==> src/hw/rtl/vaw_pkg.sv <==
// Shared types and constants for the vibration activity window core.
// No dependencies; used by vaw_dp, vaw_ctrl and the top level.
package vaw_pkg;

  localparam int unsigned MsW = 17;
  localparam logic [MsW-1:0] MS_PER_BUCKET = 17'd1000;

  typedef enum logic [2:0] {
    CMD_SAMPLE = 3'd0,
    CMD_TICK   = 3'd1,
    CMD_WAKE   = 3'd2,
    CMD_CLEAR  = 3'd3,
    CMD_TAKE   = 3'd4
  } cmd_e;

  typedef enum logic [1:0] {
    REG_VIB_THR     = 2'd0,
    REG_RUN_THR     = 2'd1,
    REG_REPORT_IVL  = 2'd2,
    REG_QUIET_TMO   = 2'd3
  } reg_e;

  typedef enum logic [2:0] {
    ST_SWEEP,
    ST_IDLE,
    ST_EXEC,
    ST_CHECK,
    ST_COMMIT,
    ST_DRAIN,
    ST_REPORT,
    ST_RESP
  } state_e;

  typedef struct packed {
    logic load;
    logic exec;
    logic sweep;
    logic commit;
    logic drain;
    logic report;
    logic emit;
  } dp_cmd_t;

  typedef struct packed {
    logic is_tick;
    logic is_clear;
    logic need_commit;
    logic sweep_last;
    logic out_free;
  } dp_sts_t;

endpackage

==> src/hw/rtl/vaw_ram.sv <==
// Generic single-write, single-read RAM with registered read data.
// No dependencies.
module vaw_ram #(
  parameter int unsigned WIDTH = 1,
  parameter int unsigned DEPTH = 64
) (
  input  logic                     clk_i,
  input  logic                     we_i,
  input  logic [$clog2(DEPTH)-1:0] waddr_i,
  input  logic [WIDTH-1:0]         wdata_i,
  input  logic [$clog2(DEPTH)-1:0] raddr_i,
  output logic [WIDTH-1:0]         rdata_o
);

  logic [WIDTH-1:0] mem_q [DEPTH];
  logic [WIDTH-1:0] rdata_q;

  always_ff @(posedge clk_i) begin
    if (we_i) begin
      mem_q[waddr_i] <= wdata_i;
    end
    rdata_q <= mem_q[raddr_i];
  end

  assign rdata_o = rdata_q;

endmodule

==> src/hw/rtl/vaw_dp.sv <==
// Datapath: config registers, timers, bucket ring RAM, counters and result register.
// Depends on vaw_pkg and vaw_ram; driven by vaw_ctrl through dp_cmd_t.
module vaw_dp #(
  parameter int unsigned WINDOW_SECONDS = 64
) (
  input  logic             clk_i,
  input  logic             rst_ni,
  input  vaw_pkg::dp_cmd_t cmd_i,
  output vaw_pkg::dp_sts_t sts_o,
  input  logic [2:0]       command_i,
  input  logic [15:0]      magnitude_i,
  input  logic [15:0]      tick_ms_i,
  input  logic             cfg_we_i,
  input  logic [1:0]       cfg_addr_i,
  input  logic [31:0]      cfg_wdata_i,
  input  logic             out_ready_i,
  output logic             out_valid_o,
  output logic [15:0]      out_data_o
);

  localparam int unsigned AW = $clog2(WINDOW_SECONDS);
  localparam int unsigned CW = $clog2(WINDOW_SECONDS + 1);
  localparam int unsigned MsW = vaw_pkg::MsW;

  // config
  logic [15:0] vib_thr_q;
  logic [6:0]  run_thr_q;
  logic [31:0] report_ivl_q;
  logic [31:0] quiet_tmo_q;

  // item
  logic [2:0]  cmd_q;
  logic [15:0] mag_q;
  logic [15:0] ems_q;

  // state
  logic           active_q, active_d;
  logic [AW-1:0]  pos_q, pos_d, pos_inc;
  logic [CW-1:0]  count_q, count_d;
  logic           sa_q, sa_d;
  logic [MsW-1:0] ms_sec_q, ms_sec_d;
  logic [31:0]    quiet_q, quiet_d;
  logic [31:0]    rpt_q, rpt_d;
  logic           flag_q, flag_d;
  logic [AW-1:0]  swp_q, swp_d;
  logic           oval_q, oval_d;
  logic [15:0]    odata_q;

  logic [32:0]    quiet_sum, rpt_sum;
  logic [CW+6:0]  cnt_ext;
  logic           ram_we, ram_wdata, ram_rdata;
  logic [AW-1:0]  ram_waddr;

  assign pos_inc   = (pos_q == AW'(WINDOW_SECONDS - 1)) ? '0 : pos_q + 1'b1;
  assign quiet_sum = {1'b0, quiet_q} + {17'b0, ems_q};
  assign rpt_sum   = {1'b0, rpt_q} + {17'b0, ems_q};
  assign cnt_ext   = {7'b0, count_q};

  always_ff @(posedge clk_i or negedge rst_ni) begin
    if (!rst_ni) begin
      vib_thr_q    <= 16'd100;
      run_thr_q    <= 7'd10;
      report_ivl_q <= 32'd60000;
      quiet_tmo_q  <= 32'd300000;
    end else if (cfg_we_i) begin
      unique case (cfg_addr_i)
        vaw_pkg::REG_VIB_THR:    vib_thr_q    <= cfg_wdata_i[15:0];
        vaw_pkg::REG_RUN_THR:    run_thr_q    <= cfg_wdata_i[6:0];
        vaw_pkg::REG_REPORT_IVL: report_ivl_q <= cfg_wdata_i;
        vaw_pkg::REG_QUIET_TMO:  quiet_tmo_q  <= cfg_wdata_i;
        default: ;
      endcase
    end
  end

  always_ff @(posedge clk_i) begin
    if (cmd_i.load) begin
      cmd_q <= command_i;
      mag_q <= magnitude_i;
      ems_q <= tick_ms_i;
    end
    if (cmd_i.emit) begin
      odata_q <= {5'b0, flag_q,
                  active_q && (quiet_q > quiet_tmo_q),
                  cnt_ext >= {{CW{1'b0}}, run_thr_q},
                  cnt_ext[6:0], active_q};
    end
  end

  always_comb begin
    active_d = active_q;
    pos_d    = pos_q;
    count_d  = count_q;
    sa_d     = sa_q;
    ms_sec_d = ms_sec_q;
    quiet_d  = quiet_q;
    rpt_d    = rpt_q;
    flag_d   = flag_q;
    swp_d    = swp_q;
    oval_d   = oval_q && !out_ready_i;

    if (cmd_i.exec) begin
      if (cmd_q == vaw_pkg::CMD_SAMPLE) begin
        if (mag_q >= vib_thr_q) begin
          sa_d    = 1'b1;
          quiet_d = '0;
        end
      end else if (cmd_q == vaw_pkg::CMD_TICK) begin
        ms_sec_d = ms_sec_q + {1'b0, ems_q};
        quiet_d  = quiet_sum[32] ? '1 : quiet_sum[31:0];
        rpt_d    = rpt_sum[32] ? '1 : rpt_sum[31:0];
      end else if (cmd_q == vaw_pkg::CMD_WAKE) begin
        active_d = 1'b1;
        quiet_d  = '0;
      end else if (cmd_q == vaw_pkg::CMD_CLEAR) begin
        active_d = 1'b0;
        pos_d    = '0;
        count_d  = '0;
        sa_d     = 1'b0;
        ms_sec_d = '0;
        quiet_d  = '0;
        rpt_d    = '0;
        flag_d   = 1'b0;
        swp_d    = '0;
      end
    end

    if (cmd_i.sweep) begin
      swp_d = swp_q + 1'b1;
    end

    // slot at pos is always empty here, so writing the second bit only adds
    if (cmd_i.commit) begin
      count_d  = count_q + CW'(sa_q);
      sa_d     = 1'b0;
      pos_d    = pos_inc;
      ms_sec_d = ms_sec_q - vaw_pkg::MS_PER_BUCKET;
    end

    if (cmd_i.drain) begin
      count_d = count_q - CW'(ram_rdata);
    end

    if (cmd_i.report && active_q && (rpt_q >= report_ivl_q)) begin
      rpt_d  = '0;
      flag_d = 1'b1;
    end

    if (cmd_i.emit) begin
      oval_d = 1'b1;
      if (cmd_q == vaw_pkg::CMD_TAKE) begin
        flag_d = 1'b0;
      end
    end
  end

  always_ff @(posedge clk_i or negedge rst_ni) begin
    if (!rst_ni) begin
      active_q <= 1'b0;
      pos_q    <= '0;
      count_q  <= '0;
      sa_q     <= 1'b0;
      ms_sec_q <= '0;
      quiet_q  <= '0;
      rpt_q    <= '0;
      flag_q   <= 1'b0;
      swp_q    <= '0;
      oval_q   <= 1'b0;
    end else begin
      active_q <= active_d;
      pos_q    <= pos_d;
      count_q  <= count_d;
      sa_q     <= sa_d;
      ms_sec_q <= ms_sec_d;
      quiet_q  <= quiet_d;
      rpt_q    <= rpt_d;
      flag_q   <= flag_d;
      swp_q    <= swp_d;
      oval_q   <= oval_d;
    end
  end

  always_comb begin
    ram_we    = cmd_i.sweep || cmd_i.commit || cmd_i.drain;
    ram_waddr = cmd_i.sweep ? swp_q : pos_q;
    ram_wdata = cmd_i.commit ? sa_q : 1'b0;
  end

  vaw_ram #(
    .WIDTH (1),
    .DEPTH (WINDOW_SECONDS)
  ) u_ring (
    .clk_i   (clk_i),
    .we_i    (ram_we),
    .waddr_i (ram_waddr),
    .wdata_i (ram_wdata),
    .raddr_i (pos_inc),
    .rdata_o (ram_rdata)
  );

  assign sts_o.is_tick     = (cmd_q == vaw_pkg::CMD_TICK);
  assign sts_o.is_clear    = (cmd_q == vaw_pkg::CMD_CLEAR);
  assign sts_o.need_commit = (ms_sec_q >= vaw_pkg::MS_PER_BUCKET);
  assign sts_o.sweep_last  = (swp_q == AW'(WINDOW_SECONDS - 1));
  assign sts_o.out_free    = !oval_q || out_ready_i;

  assign out_valid_o = oval_q;
  assign out_data_o  = odata_q;

  a_count_bound: assert property (@(posedge clk_i) disable iff (!rst_ni)
    count_q <= CW'(WINDOW_SECONDS))
    else $error("bucket count above window size");

  a_ms_settled: assert property (@(posedge clk_i) disable iff (!rst_ni)
    cmd_i.report |-> ms_sec_q < vaw_pkg::MS_PER_BUCKET)
    else $error("report check before all buckets committed");

  a_emit_free: assert property (@(posedge clk_i) disable iff (!rst_ni)
    cmd_i.emit |-> sts_o.out_free)
    else $error("result overwritten before taken");

  a_one_write: assert property (@(posedge clk_i) disable iff (!rst_ni)
    $countones({cmd_i.sweep, cmd_i.commit, cmd_i.drain}) <= 1)
    else $error("ring written from two sources");

endmodule

==> src/hw/rtl/vaw_ctrl.sv <==
// Controller state machine: sequences clear sweep, command execution, bucket commits.
// Depends on vaw_pkg; talks to vaw_dp through dp_cmd_t and dp_sts_t.
module vaw_ctrl (
  input  logic             clk_i,
  input  logic             rst_ni,
  input  logic             in_valid_i,
  output logic             in_ready_o,
  input  vaw_pkg::dp_sts_t sts_i,
  output vaw_pkg::dp_cmd_t cmd_o
);

  vaw_pkg::state_e state_q, state_d;
  logic            pend_q, pend_d;

  always_comb begin
    state_d = state_q;
    pend_d  = pend_q;
    unique case (state_q)
      vaw_pkg::ST_SWEEP: begin
        if (sts_i.sweep_last) begin
          state_d = pend_q ? vaw_pkg::ST_RESP : vaw_pkg::ST_IDLE;
          pend_d  = 1'b0;
        end
      end
      vaw_pkg::ST_IDLE: begin
        if (in_valid_i) state_d = vaw_pkg::ST_EXEC;
      end
      vaw_pkg::ST_EXEC: begin
        if (sts_i.is_clear) begin
          state_d = vaw_pkg::ST_SWEEP;
          pend_d  = 1'b1;
        end else if (sts_i.is_tick) begin
          state_d = vaw_pkg::ST_CHECK;
        end else begin
          state_d = vaw_pkg::ST_RESP;
        end
      end
      vaw_pkg::ST_CHECK: begin
        state_d = sts_i.need_commit ? vaw_pkg::ST_COMMIT : vaw_pkg::ST_REPORT;
      end
      vaw_pkg::ST_COMMIT: state_d = vaw_pkg::ST_DRAIN;
      vaw_pkg::ST_DRAIN: begin
        state_d = sts_i.need_commit ? vaw_pkg::ST_COMMIT : vaw_pkg::ST_REPORT;
      end
      vaw_pkg::ST_REPORT: state_d = vaw_pkg::ST_RESP;
      vaw_pkg::ST_RESP: begin
        if (sts_i.out_free) state_d = vaw_pkg::ST_IDLE;
      end
      default: state_d = vaw_pkg::ST_IDLE;
    endcase
  end

  always_comb begin
    cmd_o      = '0;
    in_ready_o = 1'b0;
    unique case (state_q)
      vaw_pkg::ST_SWEEP:  cmd_o.sweep = 1'b1;
      vaw_pkg::ST_IDLE: begin
        in_ready_o = 1'b1;
        cmd_o.load = in_valid_i;
      end
      vaw_pkg::ST_EXEC:   cmd_o.exec   = 1'b1;
      vaw_pkg::ST_CHECK:  ;
      vaw_pkg::ST_COMMIT: cmd_o.commit = 1'b1;
      vaw_pkg::ST_DRAIN:  cmd_o.drain  = 1'b1;
      vaw_pkg::ST_REPORT: cmd_o.report = 1'b1;
      vaw_pkg::ST_RESP:   cmd_o.emit   = sts_i.out_free;
      default: ;
    endcase
  end

  always_ff @(posedge clk_i or negedge rst_ni) begin
    if (!rst_ni) begin
      state_q <= vaw_pkg::ST_SWEEP;
      pend_q  <= 1'b0;
    end else begin
      state_q <= state_d;
      pend_q  <= pend_d;
    end
  end

  a_commit_drain: assert property (@(posedge clk_i) disable iff (!rst_ni)
    cmd_o.commit |=> cmd_o.drain)
    else $error("commit not followed by drain");

  a_pend_clear: assert property (@(posedge clk_i) disable iff (!rst_ni)
    (state_q == vaw_pkg::ST_IDLE) |-> !pend_q)
    else $error("clear result lost");

  a_load_idle: assert property (@(posedge clk_i) disable iff (!rst_ni)
    cmd_o.load |=> (state_q == vaw_pkg::ST_EXEC))
    else $error("accepted item not executed");

endmodule

==> src/hw/rtl/vibration_activity_window_core.sv <==
// Top level of the vibration activity window core: stream ports and config port.
// Depends on vaw_pkg, vaw_ctrl, vaw_dp (which holds vaw_ram).
//
// Channel  Direction  Handshake                  Payload
// s_axis   in         s_axis_tvalid/tready       tdata: magnitude, tick_ms; tuser: command
// m_axis   out        m_axis_tvalid/tready       tdata: mode, active_buckets, running,
//                                                       should_sleep, report_ready
// cfg      in         cfg_we_i (no wait)         cfg_addr_i, cfg_wdata_i
//
// One item at a time. Sample, wake, take report and unused codes go from accept to
// result through execute and response; a tick also commits N seconds (N up to 66), by
// the read-then-clear of one ring RAM slot per second, and then checks the report
// interval; a clear sweeps the ring before its result.
// After reset and on clear the ring RAM is swept, one slot per cycle, with
// s_axis_tready low. The result register lets the next item enter while a result
// waits; a stalled result holds the controller before it writes the next one.
module vibration_activity_window_core #(
  parameter int unsigned WINDOW_SECONDS = 64
) (
  input  logic        clk_i,
  input  logic        rst_ni,
  input  logic        s_axis_tvalid,
  output logic        s_axis_tready,
  input  logic [31:0] s_axis_tdata,   // [15:0] magnitude, [31:16] tick_ms
  input  logic [2:0]  s_axis_tuser,   // [2:0] command
  output logic        m_axis_tvalid,
  input  logic        m_axis_tready,
  output logic [15:0] m_axis_tdata,   // [0] mode, [7:1] active_buckets, [8] running,
                                      // [9] should_sleep, [10] report_ready, [15:11] zero
  input  logic        cfg_we_i,
  input  logic [1:0]  cfg_addr_i,
  input  logic [31:0] cfg_wdata_i
);

  vaw_pkg::dp_cmd_t dp_cmd;
  vaw_pkg::dp_sts_t dp_sts;

  vaw_ctrl u_ctrl (
    .clk_i      (clk_i),
    .rst_ni     (rst_ni),
    .in_valid_i (s_axis_tvalid),
    .in_ready_o (s_axis_tready),
    .sts_i      (dp_sts),
    .cmd_o      (dp_cmd)
  );

  vaw_dp #(
    .WINDOW_SECONDS (WINDOW_SECONDS)
  ) u_dp (
    .clk_i        (clk_i),
    .rst_ni       (rst_ni),
    .cmd_i        (dp_cmd),
    .sts_o        (dp_sts),
    .command_i    (s_axis_tuser),
    .magnitude_i  (s_axis_tdata[15:0]),
    .tick_ms_i    (s_axis_tdata[31:16]),
    .cfg_we_i     (cfg_we_i),
    .cfg_addr_i   (cfg_addr_i),
    .cfg_wdata_i  (cfg_wdata_i),
    .out_ready_i  (m_axis_tready),
    .out_valid_o  (m_axis_tvalid),
    .out_data_o   (m_axis_tdata)
  );

endmodule

==> config.mk <==
export PLATFORM = sky130hd
export DESIGN_NAME = vibration_activity_window_core
export DESIGN_NICKNAME = d
export VERILOG_FILES = /design/src/hw/rtl/vaw_pkg.sv /design/src/hw/rtl/vaw_ram.sv /design/src/hw/rtl/vaw_dp.sv /design/src/hw/rtl/vaw_ctrl.sv /design/src/hw/rtl/vibration_activity_window_core.sv
export SDC_FILE = /design/constraint.sdc
export NUM_CORES = 1
export LEC_CHECK = 0
export BUFFER_PORTS_ARGS = -buffer_cell sky130_fd_sc_hd__buf_2
export CELL_PAD_IN_SITES_DETAIL_PLACEMENT = 0
export CELL_PAD_IN_SITES_GLOBAL_PLACEMENT = 1
export CORE_AREA = 2 2 275 277
export CTS_CLUSTER_SIZE = 16
export DETAILED_ROUTE_END_ITERATION = 6
export DIE_AREA = 0 0 277 279
export PLACE_DENSITY_LB_ADDON = 0.3
export SKIP_LAST_GASP = 1
export SLEW_MARGIN = 40
export SYNTH_ARGS = -nofsm -noshare
export SYNTH_HDL_FRONTEND = slang
export SYNTH_SLANG_ARGS = --single-unit
==> constraint.sdc <==
create_clock -name clk_i -period 2.65 [get_ports clk_i]
set_input_delay 0.795 -clock clk_i [delete_from_list [all_inputs] [get_ports clk_i]]
set_output_delay 0.795 -clock clk_i [all_outputs]
set_load 0.02 [all_outputs]
# [Word level (Yosys, flattened, before mapping)]
# Memory sizes are Yosys's and may differ from the RTL's. A register that Yosys moved wholly into a read port is not among the register bits.
# Index checks and enable logic that the tools add are counted.
[totals] n_memories=1 in_bits=74 ramBits=64 output_inout_bits=18 word_cells=185 ff_bits=241
[mem_list] name="u_dp.u_ring.mem_q" depth=64 word_bits=1 rd=1 rd_ports_with_merged_regs=1 wr=1 line="vaw_ram.sv:15" rtl="logic [WIDTH-1:0] mem_q [DEPTH];"
[classes] magnitude_cmp=5 reduce_logical=40 muxes=73 n_bitwise=2 n_addsub=8 n_eq_ne=36
[ops] operator="32-bit two-way mux" count=12
[ops] operator="17-bit two-way mux" count=6
[ops] operator="32-bit by 16-bit adder with 33-bit output" count=2
[ops] operator="6-bit two-way mux" count=9
[ops] operator="7-bit two-way mux" count=7
[ops] operator="32-bit greater-or-equal comparator" count=1
[ops] operator="32-bit > comparator" count=1
[ops] operator="1-bit two-way mux" count=30
[ops] operator="3-bit one-hot mux with 7 select lines" count=1
[ops] operator="5-bit AND reduction" count=4
[ops] operator="3-bit two-way mux" count=6
[ops] operator="17-bit by 16-bit adder with 17-bit output" count=1
[ops] operator="17-bit by 10-bit greater-or-equal comparator with 1-bit output (second input constant)" count=1
[ops] operator="17-bit by 10-bit subtractor with 17-bit output (second input constant)" count=1
[ops] operator="16-bit greater-or-equal comparator" count=1
[ops] operator="3-bit == test (second input constant)" count=5
[ops] operator="3-bit by 1-bit inequality test with 1-bit output (second input constant)" count=5
[ops] operator="3-bit nonzero test" count=5
[ops] operator="2-bit by 1-bit inequality test with 1-bit output (second input constant)" count=7
[ops] operator="2-bit nonzero test" count=7
[ops] operator="6-bit by 1-bit adder with 6-bit output (second input constant)" count=2
[ops] operator="3-bit by 2-bit == test with 1-bit output (second input constant)" count=4
[ops] operator="6-bit == test (second input constant)" count=2
[ops] operator="4-bit AND reduction" count=3
[ops] operator="other kinds (21)" count=41

# [Longest topological paths before layout]
# Gate-level depths: netlist (run 1).
[logic_depth] ltp_word=9 ltp_mapped=11 ltp_nobuf=10

# [By module]
# From an unflattened synthesis (run 1), not the netlist that was laid out.
[hier_totals] cells_unflattened=1703 area_unflattened_um2=17832.1
[by_module_without_submodules] module="vaw_dp" area_each_um2=14575.2 n_inst=1 seq_area_each_um2=6185.9 cells_each=1456
[by_module_without_submodules] module="vaw_ram" area_each_um2=2914.0 n_inst=1 seq_area_each_um2=1941.9 cells_each=204
[by_module_without_submodules] module="vaw_ctrl" area_each_um2=342.8 n_inst=1 seq_area_each_um2=100.1 cells_each=43

# [Least setup slack after synthesis (run 1)]
# OpenSTA, ideal clock, no wires.
[synth_timing] path_type="reg2reg" from="register u_ctrl.state_q[1]" to="register u_dp.cmd_q[0], enable pin" n_path_buf=2 path_stages_with_launch=5 setup_ns=0.395 arrival_ns=2.389 required_time_ns=2.255 period_less_slack_ns=2.784 path_slack_ns=-0.134 path_cell_list="dfrtp_1 clkbuf_2 buf_1 nor3b_1 and2_1"
[synth_lines] element="start: declaration" line="vaw_ctrl.sv:12" rtl="vaw_pkg::state_e state_q, state_d;"
[synth_lines] element="start signal: assignment" line="vaw_ctrl.sv:74" rtl="state_q <= vaw_pkg::ST_SWEEP;"
[synth_lines] element="start signal: assignment" line="vaw_ctrl.sv:77" rtl="state_q <= state_d;"
[synth_lines] element="end signal: assignment" line="vaw_dp.sv:78" rtl="cmd_q <= command_i;"
[synth_lines] element="end: declaration" line="vaw_dp.sv:32" rtl="logic [2:0] cmd_q;"

# [Worst setup path after layout (run 1)]
[layout_timing] from="register u_dp.ems_q[2]" to="register u_dp.quiet_q[15]"
[layout_via] elab_chain_cells=4
[layout_lines] element="start: declaration" line="vaw_dp.sv:34" rtl="logic [15:0] ems_q;"
[layout_lines] element="start signal: assignment" line="vaw_dp.sv:80" rtl="ems_q <= tick_ms_i;"
[layout_lines] element="32-bit by 16-bit adder with 33-bit output" line="vaw_dp.sv:55" rtl="assign quiet_sum = {1'b0, quiet_q} + {17'b0, ems_q};"
[layout_lines] element="32-bit two-way mux" line="vaw_dp.sv:110" rtl="quiet_d = quiet_sum[32] ? '1 : quiet_sum[31:0];"
[layout_lines] element="32-bit two-way mux" line="vaw_dp.sv:108" rtl="end else if (cmd_q == vaw_pkg::CMD_TICK) begin"
[layout_lines] element="32-bit two-way mux" line="vaw_dp.sv:103" rtl="if (cmd_q == vaw_pkg::CMD_SAMPLE) begin"
[layout_lines] element="end signal: assignment" line="vaw_dp.sv:175" rtl="quiet_q <= quiet_d;"
[layout_lines] element="end: declaration" line="vaw_dp.sv:42" rtl="logic [31:0] quiet_q, quiet_d;"
# No other way between the ends.
# A chain may end at the register's enable or synchronous reset.

==> run_results.csv, run 1 <==
group,metric,value,unit
run_status,status,"finished, violations left",
run_status,violations,"setup timing",
sta,fin_crit,2800,ps
die,core-area,74100,um^2
drt,routed_wl,51300,um
sta,fin_ws,-151,ps
sta,tns,-1360,ps
layout,fillers,7639,
sta,min_period_over_period,1.06,
critical_path,crit_chain,"ha_1 -> buf_4 -> o21ai_0 -> o21bai_1 -> o31a_1 -> a41oi_4 -> o21bai_1 -> a2111o_1 -> a21oi_2 -> o21ai_1",
cts,clock_latency,580,ps
grt,antenna_found_initial,3,
sta,fin_skew,22.8,ps
critical_path,required,3100,ps
hold_path,hold_path.class,"in -> async",
cts,clock-sinks,306,
cts,h-tree-depth,2,
critical_path,crit_path_top_delay_cell,"edfxtp_1",
drt,num_vias,13782,
die,io_pins,92,
power,leakage,9.88,nW
place,hpwl,37700,um
synthesis,yosysTopAreaCellShare,0.247,
critical_path,critPathMaxFanout,4,
synthesis,syn_area,17700,um^2
synthesis,yosysSeqAreaShare,0.465,
layout,final_util,0.309,
synthesis,syn_inst,1719,
drt,drtIter0Drc,628,
grt,grt_pass1_wl,80800,um
place,port_buffers,86,
drt,ant_nets,0,
drt,routed_via_density,4.61,
cts,max-clock-path-buffers,3,
sta,slew_headroom,0.632,
critical_path,crit_path_end_kind,"flip-flop",
grt,grt_usage,0.132,
sta,hold_viol,0,
cts,cts_buffers,38,
power,ir_drop,0.444,mV
drt,drtPass1Iterations,4,
cts,cts_tree,"done",
drt,wire_per_inst,17.2,um
die,die_y,279,um
sta,rsz0062_at_grt,"true",
sta,holdWs,210,ps
drt,drc_errors,0,
critical_path,crit_path_frequent_cell,"o21bai_1",
grt,grt_max_degree,65,
layout,multi_input_area,9470,um^2
cts,root_buffer,"clkbuf_16",
critical_path,max_stage_delay,470,ps
place,gp_congestion,0.804,
sta,setup_viol,17,
synthesis,ys_types,90,
synthesis,synthTopCellsByArea,"dfrtp_1 (25%), edfxtp_1 (19%), ha_1 (10%)",
sta,drv_slew,0,
synthesis,async_reset_ff_frac,0.637,
synthesis,yosysTopAreaCell,"dfrtp_1",
die,dieArea,77300,um^2
synthesis,synth.avg_cell_area,10.3,um^2
run,maxCapViolations,0,
layout,syn_to_final_growth,29.4,%
layout,regArea,8230,um^2
die,start_util,0.239,
sta,worst_pin_slew,537,ps
power,pwr_density_cell,900,nW/um^2
die,die_x,277,um
critical_path,start_kind,"flip-flop",
synthesis,synth_ff_type,"dfrtp_1",
grt,grt_pass1_vias,14387,
sta,fmax,357,MHz
grt,grt.overflow.total,0,
layout,nNetsFinal,2210,
cts,path_clk_slew,60,ps
synthesis,synth_warnings,0,
synthesis,synth-edff-count,110,
die,fp-row-count,100,
critical_path,worstPathBufferInverterCount,1,
critical_path,cp.arrival,3250,ps
critical_path,crit_type,"reg -> reg",
layout,drive_gt1_frac,0.290,
synthesis,synth-seq-cells,306,
critical_path,crit_family,"compound AO/OA/AOI/OAI gates",
==> power breakdown <==
group,total (mW),switching (mW),internal [mW]
Clock,5.66,2.28,3.38
Sequential,6.64,0.813,5.83
Combinational,8.30,4.38,3.93
Total,20.6,7.47,13.1
==> placed cells by master, fill, tap and decap left out, types with 78 or more instances in the layout <==
cell	count
nand2_1	156
dfrtp_1	174
buf_4	169
o21ai_0	78
ha_1	128
a21oi_1	83
inv_1	112
nor2_1	137
buf_2	85
edfxtp_1	110
==> final cells by class <==
class                      instances  area share
antenna                            1    0.000109
clock buffer                      42      0.0426
clock inverter                    27      0.0161
inverter                         112      0.0184
multi-input combinational       1247       0.413
sequential                       306       0.359
tap                              969      0.0529
timing repair buffer             286      0.0971
==> cells by family (layout without fill, tap and decap cells) <==
| kind of cell | count (synthesis) | count (layout) | share of synthesized area |
|---|---|---|---|
| other cells | 1 | 6 | 0.000212 |
| flops | 306 | 306 | 0.465 |
| xor+xnor | 45 | 45 | 0.0223 |
| mux | 103 | 103 | 0.0726 |
| compound gates | 445 | 445 | 0.161 |
| simple gates | 503 | 504 | 0.135 |
| fa+ha+maj | 145 | 145 | 0.104 |
| buf+inv | 171 | 467 | 0.0402 |
==> path summary, 6_finish.rpt <==
| kind | from | endpoint | slack, ps | cells after the start |
|---|---|---|---|---|
| max reg2reg | u_dp.ems_q[2] | u_dp.quiet_q[15] | -150 | 10 |
| min | rst_ni | u_dp.quiet_q[19] | 210 | 1 |
| max in group asynchronous | rst_ni | u_dp.run_thr_q[3] | 1710 | 2 |
| min in group clk_i | s_axis_tdata[8] | u_dp.mag_q[8] | 390 | 1 |
| max | u_dp.ems_q[2] | u_dp.quiet_q[15] | -150 | 10 |
| min reg2reg | u_dp.flag_q | u_dp.out_data_o[10] | 450 | 0 |
==> synth_stat cells (10+ instances only) <==
library cell  instances
a211oi_1             22
a21o_1               44
a21oi_1             100
a31oi_1              22
and2_1               10
and3_1               14
buf_2                10
clkbuf_1             33
dfrtp_1             175
dfstp_2              20
edfxtp_1            110
ha_1                142
inv_1               112
mux2_2               74
mux2i_1              17
nand2_1             161
nand2b_1             16
nand3_1              60
nand4_1              22
nor2_1              142
nor3_1               17
o211ai_1             17
o21a_1               14
o21ai_0             133
o21bai_1             10
o31ai_1              10
xnor2_1              31
xor2_1               14
==> state kept, by name, summed over array words and instances, names as in the netlist, 6 cells and up <==
signal / count
u_dp.out_data_o: 11
u_dp.pos_q: 6
u_dp.count_q: 7
u_dp.ems_q: 16
u_dp.u_ring.mem_q: 64
u_dp.ms_sec_q: 17
u_dp.quiet_tmo_q: 32
u_dp.rpt_q: 32
u_dp.swp_q: 6
u_dp.run_thr_q: 7
u_dp.report_ivl_q: 32
u_dp.vib_thr_q: 16
u_dp.quiet_q: 32
u_dp.mag_q: 16
==> per-stage QoR <==
step | total power [mW] | cells | area, um^2 | setup WS, ps
after floorplan | 11.4 | 1723 | 17700 | 29.8
after global placement | 14.2 | 2889 | 20600 | -383
after detailed placement | 14.3 | 2889 | 20600 | -418
after CTS | 20.5 | 2978 | 22400 | -249
after global routing | 22.1 | 2989 | 22900 | -249
final | 20.6 | 2990 | 22900 | -151
==> layer usage <==
| metal | wire, um | vias to the layer above | global-route usage | share of wire |
|---|---|---|---|---|
| li1 | - | 6806 | - | - |
| met1 | 22600 | 6728 | 0.165 | 0.44 |
| met2 | 25800 | 173 | 0.236 | 0.50 |
| met3 | 1780 | 71 | 0.0209 | 0.035 |
| met4 | 1130 | 4 | 0.0337 | 0.022 |
| met5 | 21 | - | 0 | 0.00041 |
==> repair_timing <==
| action | 4_1_cts | 5_1_grt |
|---|---|---|
| setup buffers | 20 | 12 |
| setup endpoints to repair | 71 | 71 |
| hold buffers | 0 | 0 |
| gates cloned | 1 | 2 |
| pin swaps | 60 | 53 |
| gates resized for setup | 88 | 105 |
No activity file was read; power rests on OpenSTA's default activity.
==> run 2, diff against run 1 <==
--- a/config.mk
+++ b/config.mk
@@ -8,11 +8,11 @@
 export BUFFER_PORTS_ARGS = -buffer_cell sky130_fd_sc_hd__buf_2
 export CELL_PAD_IN_SITES_DETAIL_PLACEMENT = 0
 export CELL_PAD_IN_SITES_GLOBAL_PLACEMENT = 1
-export CORE_AREA = 2 2 275 277
+export CORE_AREA = 2 2 246 248
 export CTS_CLUSTER_SIZE = 16
 export DETAILED_ROUTE_END_ITERATION = 6
-export DIE_AREA = 0 0 277 279
-export PLACE_DENSITY_LB_ADDON = 0.3
+export DIE_AREA = 0 0 248 250
+export PLACE_DENSITY = 0.57
 export SKIP_LAST_GASP = 1
 export SLEW_MARGIN = 40
 export SYNTH_ARGS = -nofsm -noshare
==> constraint.sdc (replaced) <==
create_clock -name clk_i -period 3.6 [get_ports clk_i]
set_input_delay 1.08 -clock clk_i [delete_from_list [all_inputs] [get_ports clk_i]]
set_output_delay 1.08 -clock clk_i [all_outputs]
set_load 0.02 [all_outputs]
==> run 2 against run 1 <==
Largest cell class unchanged. Critical path type unchanged. Critical path depth is the same. The flow now finishes without violations. Count of clock-buffer cells in the layout grew 12. Core utilization is 3.5 points higher.
==> run_results.csv, run 2 (synthesis results as in run 1) <==
group,metric,value,unit
die,core-area,59600,um^2
critical_path,worstPathBufferInverterCount,0,
cts,clock_latency,580,ps
drt,ant_nets,0,
place,hpwl,35300,um
place,port_buffers,86,
grt,grt_pass1_vias,13517,
power,p_int,8.79,mW
sta,hold_viol,0,
drt,wl_met1,21600,um
drt,drtPass1Iterations,5,
place,place_inst,2563,
die,dieArea,62000,um^2
sta,slew_headroom,0.474,
critical_path,max_stage_delay,470,ps
sta,worst_pin_slew,782,ps
cts,cts_resized,0,
power,pwr_density_cell,673,nW/um^2
drt,drc_errors,0,
run_status,status,"finished, final reports clean",
sta,min_period_over_period,0.917,
layout,syn_to_final_growth,15.9,%
cts,cts_buffers,39,
die,io_pins,92,
drt,num_vias,13125,
die,die_x,248,um
critical_path,required,4000,ps
sta,drv_slew,0,
grt,grt_pass1_wl,76100,um
cts,h-tree-depth,2,
critical_path,crit_path_top_delay_cell,"edfxtp_1",
layout,final_cells,2636,
layout,final_common_cell,"dfrtp_1",
power,power,13.8,mW
grt,grt.overflow.total,0,
cts,cts_tree,"done",
place,dpl_cell_area,19100,um^2
cts,path_clk_slew,60,ps
layout,multi_input_area,8820,um^2
critical_path,crit_chain,"ha_1 -> fa_1 -> a211oi_1 -> o21ai_1 -> a21o_1 -> nand4_1 -> a21o_1 -> nor3_4 -> nand2_1 -> o311ai_0",
power,switchingPower,5.01,mW
layout,top_register,"u_dp.u_ring.mem_q",
drt,routed_via_density,4.98,
hold_path,hold_path.class,"reg -> reg",
power,p_clk_frac,0.300,
critical_path,crit_type,"reg -> reg",
cts,cts_hold_buf,0,
power,leakage,8.91,nW
critical_path,critPathMaxFanout,13,
grt,antenna_found_initial,2,
sta,holdWs,484,ps
run,maxCapViolations,0,
drt,routed_wl,47600,um
drt,drtIter0Drc,690,
layout,regArea,8230,um^2
layout,antenna_cells,0,
critical_path,crit_path_frequent_cell,"a21o_1",
place,gp_congestion,0.832,
power,p_comb_frac,0.342,
die,fp-row-count,90,
drt,top_layer_used,"met4",
drt,wire_per_inst,18.1,um
die,die_y,250,um
layout,mostFrequentLayoutCells,"dfrtp_1 (175), nand2_1 (161), ha_1 (142)",
cts,clock-sinks,306,
layout,fillers,5989,
drt,wl_met3,1540,um
power,ir_drop,0.396,mV
critical_path,crit_path_end_kind,"flip-flop",
cts,post_cts_buffers,0,
sta,fin_skew,25.8,ps
grt,grt_usage,0.156,
critical_path,cp.arrival,3700,ps
die,start_util,0.297,
sta,fin_crit,3300,ps
layout,drive_gt1_frac,0.176,
layout,design_area,20500,um^2
cts,max-clock-path-buffers,3,
layout,final_util,0.344,
layout,nNetsFinal,2042,
power,switching_share,0.363,
sta,setup_viol,0,
grt,grt_max_degree,72,
power,seq_power_share,0.358,
critical_path,start_kind,"flip-flop",
drt,met2_length,22900,um
layout,largest_reg_flops,64,
sta,fmax,303,MHz
cts,root_buffer,"clkbuf_16",
sta,rsz0062_at_grt,"false",
critical_path,crit_family,"compound AO/OA/AOI/OAI gates",
run 2: cell types whose count changed in the layout (fill, tap and decap cells not counted), moves of 14 or more:
cell     change
buf_4      -139
o21ai_0     +55
ha_1        +14
buf_12      -14
a21oi_1     +16
o21ai_1     -35
o21ai_2     -18
run 2: metrics by stage:
stage | setup TNS, ps | setup WS (ps)
floorplan | 0 | 816
global placement | -1130 | -142
CTS | 0 | 101
finish | 0 | 298
detailed placement | 0 | 143
global route | 0 | 88.4
run 2: layout make-up:
cell class                 instances  share of cell area
timing repair buffer             118              0.0343
sequential                       306               0.401
clock buffer                      54              0.0553
clock inverter                    18              0.0112
tap                              782              0.0477
inverter                         112              0.0205
multi-input combinational       1246               0.430
run 2: final timing paths:
kind | startpoint | to | slack, ps | cells past startpoint
setup / recovery | u_dp.ems_q[0] | u_dp.rpt_q[19] | 300 | 10
hold / removal | u_dp.active_q | u_dp.out_data_o[0] | 480 | 0
setup reg to reg | u_dp.ems_q[0] | u_dp.rpt_q[19] | 300 | 10
hold reg to reg | u_dp.active_q | u_dp.out_data_o[0] | 480 | 0
max in group asynchronous | rst_ni | u_dp.quiet_tmo_q[18] | 2230 | 2
min in group asynchronous | rst_ni | u_dp.vib_thr_q[1] | 530 | 1
run 2: routing by layer:
| layer | vias to the layer above | GRT usage |
|---|---|---|
| met5 | - | 0 |
| met4 | 0 | 0.0589 |
| met3 | 85 | 0.0228 |
| met2 | 217 | 0.260 |
| met1 | 6352 | 0.205 |
| li1 | 6471 | - |
run 2: power by group through the flow:
| stage | Combinational [mW] | Sequential [mW] | Clock (mW) |
|---|---|---|---|
| 2_1_floorplan | 3.64 | 4.73 | 0 |
| 3_3_place_gp | 4.75 | 5.00 | 0 |
| 3_5_place_dp | 4.77 | 5.01 | 0 |
| 4_1_cts | 4.80 | 4.95 | 4.29 |
| 5_1_grt | 5.37 | 5.05 | 4.41 |
| 6_report | 4.72 | 4.94 | 4.14 |
==> run 3, diff against run 2 <==
--- a/config.mk
+++ b/config.mk
@@ -6,7 +6,7 @@
 export NUM_CORES = 1
 export LEC_CHECK = 0
 export BUFFER_PORTS_ARGS = -buffer_cell sky130_fd_sc_hd__buf_2
-export CELL_PAD_IN_SITES_DETAIL_PLACEMENT = 0
+export CELL_PAD_IN_SITES_DETAIL_PLACEMENT = 1
 export CELL_PAD_IN_SITES_GLOBAL_PLACEMENT = 1
 export CORE_AREA = 2 2 246 248
 export CTS_CLUSTER_SIZE = 16
==> run 3 against run 2 <==
Register-to-register slack got worse by 70 ps. Die area did not move. Combinational power up 2%. Cell count about the same. Critical endpoint unchanged. Largest power group unchanged.
==> run_results.csv, run 3 (synthesis results as in run 1) <==
group,metric,value,unit
place,port_buffers,86,
layout,drive_gt1_frac,0.175,
drt,routed_wl,50300,um
cts,cts_buffers,39,
critical_path,cp.arrival,3770,ps
cts,max-clock-path-buffers,3,
critical_path,start_kind,"flip-flop",
die,dieArea,62000,um^2
drt,drc_errors,0,
drt,routed_via_density,5.09,
die,fp-row-count,90,
critical_path,crit_type,"reg -> reg",
grt,grt_usage,0.164,
place,gp_congestion,0.832,
run,maxCapViolations,0,
layout,syn_to_final_growth,15.5,%
power,ir_drop,0.347,mV
sta,fmax,297,MHz
critical_path,worstPathBufferInverterCount,0,
power,pwr_density_cell,671,nW/um^2
layout,largest_reg_flops,64,
critical_path,crit_path_top_delay_cell,"edfxtp_1",
critical_path,crit_chain,"ha_1 -> fa_1 -> a211oi_1 -> o21ai_1 -> a21o_1 -> nand4_1 -> a21o_1 -> nor3_4 -> nand2_1 -> o311ai_0",
power,leakage,8.88,nW
sta,fin_crit,3370,ps
critical_path,crit_path_end_kind,"flip-flop",
cts,clock_latency,580,ps
critical_path,max_stage_delay,480,ps
sta,rsz0062_at_grt,"false",
sta,fin_skew,29.3,ps
grt,grt_max_degree,72,
cts,clock-sinks,306,
drt,ant_nets,0,
grt,grt.overflow.total,0,
layout,fillers,6682,
run_status,status,"finished, final reports clean",
drt,drtPass1Iterations,4,
cts,cts_tree,"done",
critical_path,required,4000,ps
grt,grt_pass1_wl,80200,um
critical_path,crit_family,"compound AO/OA/AOI/OAI gates",
hold_path,hold_path.class,"reg -> reg",
sta,slew_headroom,0.458,
cts,cts_resized,0,
layout,final_util,0.343,
drt,num_vias,13425,
cts,h-tree-depth,2,
grt,antenna_found_initial,2,
die,die_x,248,um
layout,top_register,"u_dp.u_ring.mem_q",
sta,min_period_over_period,0.936,
cts,root_buffer,"clkbuf_16",
place,hpwl,37700,um
sta,worst_pin_slew,813,ps
cts,path_clk_slew,60,ps
critical_path,crit_path_frequent_cell,"a21o_1",
layout,final_common_cell,"dfrtp_1",
layout,multi_input_area,8820,um^2
layout,regArea,8230,um^2
sta,setup_viol,0,
sta,drv_slew,0,
die,start_util,0.297,
grt,grt_pass1_vias,14397,
layout,mostFrequentLayoutCells,"dfrtp_1 (175), nand2_1 (161), ha_1 (142)",
critical_path,critPathMaxFanout,13,
sta,hold_viol,0,
die,io_pins,92,
die,die_y,250,um
die,core-area,59600,um^2
power,power,13.7,mW
drt,drtIter0Drc,574,
layout,nNetsFinal,2042,
drt,wire_per_inst,19.1,um
## run 3: changes by cell type in the layout (fill, tap and decap cells not counted)
cell / change
diode_2: +1
clkbuf_1: +1
clkinv_1: +2
bufinv_16: -3
## run 3: final cells by class
cell class	count	area share
Antenna cell	1	0.000122
Clock buffer	55	0.0557
Clock inverter	17	0.00722
Inverter	112	0.0206
Multi-Input combinational cell	1246	0.431
Sequential cell	306	0.403
Tap cell	782	0.0479
Timing Repair Buffer	118	0.0345
## run 3: report_power, final
group | total (mW) | internal (mW) | switching (mW)
registers | 4.96 | 4.29 | 0.671
clock network | 3.94 | 2.29 | 1.64
logic | 4.82 | 2.00 | 2.82
total | 13.7 | 8.58 | 5.13
## run 3: per-layer routing
layer  routed length (um)  global-route usage
met3                 1420              0.0215
met1                22700               0.211
met5                    0                   0
met4                 1400              0.0534
met2                24800               0.283
## run 3: metrics by stage
| stage | cell area, um^2 | hold WS, ps | std cells | TNS (ps) | setup slack, ps |
|---|---|---|---|---|---|
| final | 20400 | 488 | 2637 | 0 | 232 |
| after global routing | 20400 | 503 | 2636 | 0 | 40.2 |
| after CTS | 20400 | 497 | 2635 | 0 | 33.8 |
| after detailed placement | 19100 | 480 | 2563 | 0 | 36.7 |
| after global placement | 19100 | 470 | 2563 | -1130 | -142 |
| after floorplan | 17700 | 425 | 1723 | 0 | 816 |
## run 3: path summary, 6_finish.rpt
check / slack [ps] / end / from / cells after the start
max: 230 / u_dp.rpt_q[19] / u_dp.ems_q[0] / 10
min: 490 / u_dp.out_data_o[0] / u_dp.active_q / 0
max reg2reg: 230 / u_dp.rpt_q[19] / u_dp.ems_q[0] / 10
min reg2reg: 490 / u_dp.out_data_o[0] / u_dp.active_q / 0
max in group asynchronous: 2250 / u_dp.quiet_tmo_q[18] / rst_ni / 2
min in group asynchronous: 540 / u_dp.vib_thr_q[0] / rst_ni / 1
## run 3: timing repair
action                     in CTS  in global routing
buffers inserted                0                  1
hold buffers                    0                  0
setup endpoints to repair       0                 13
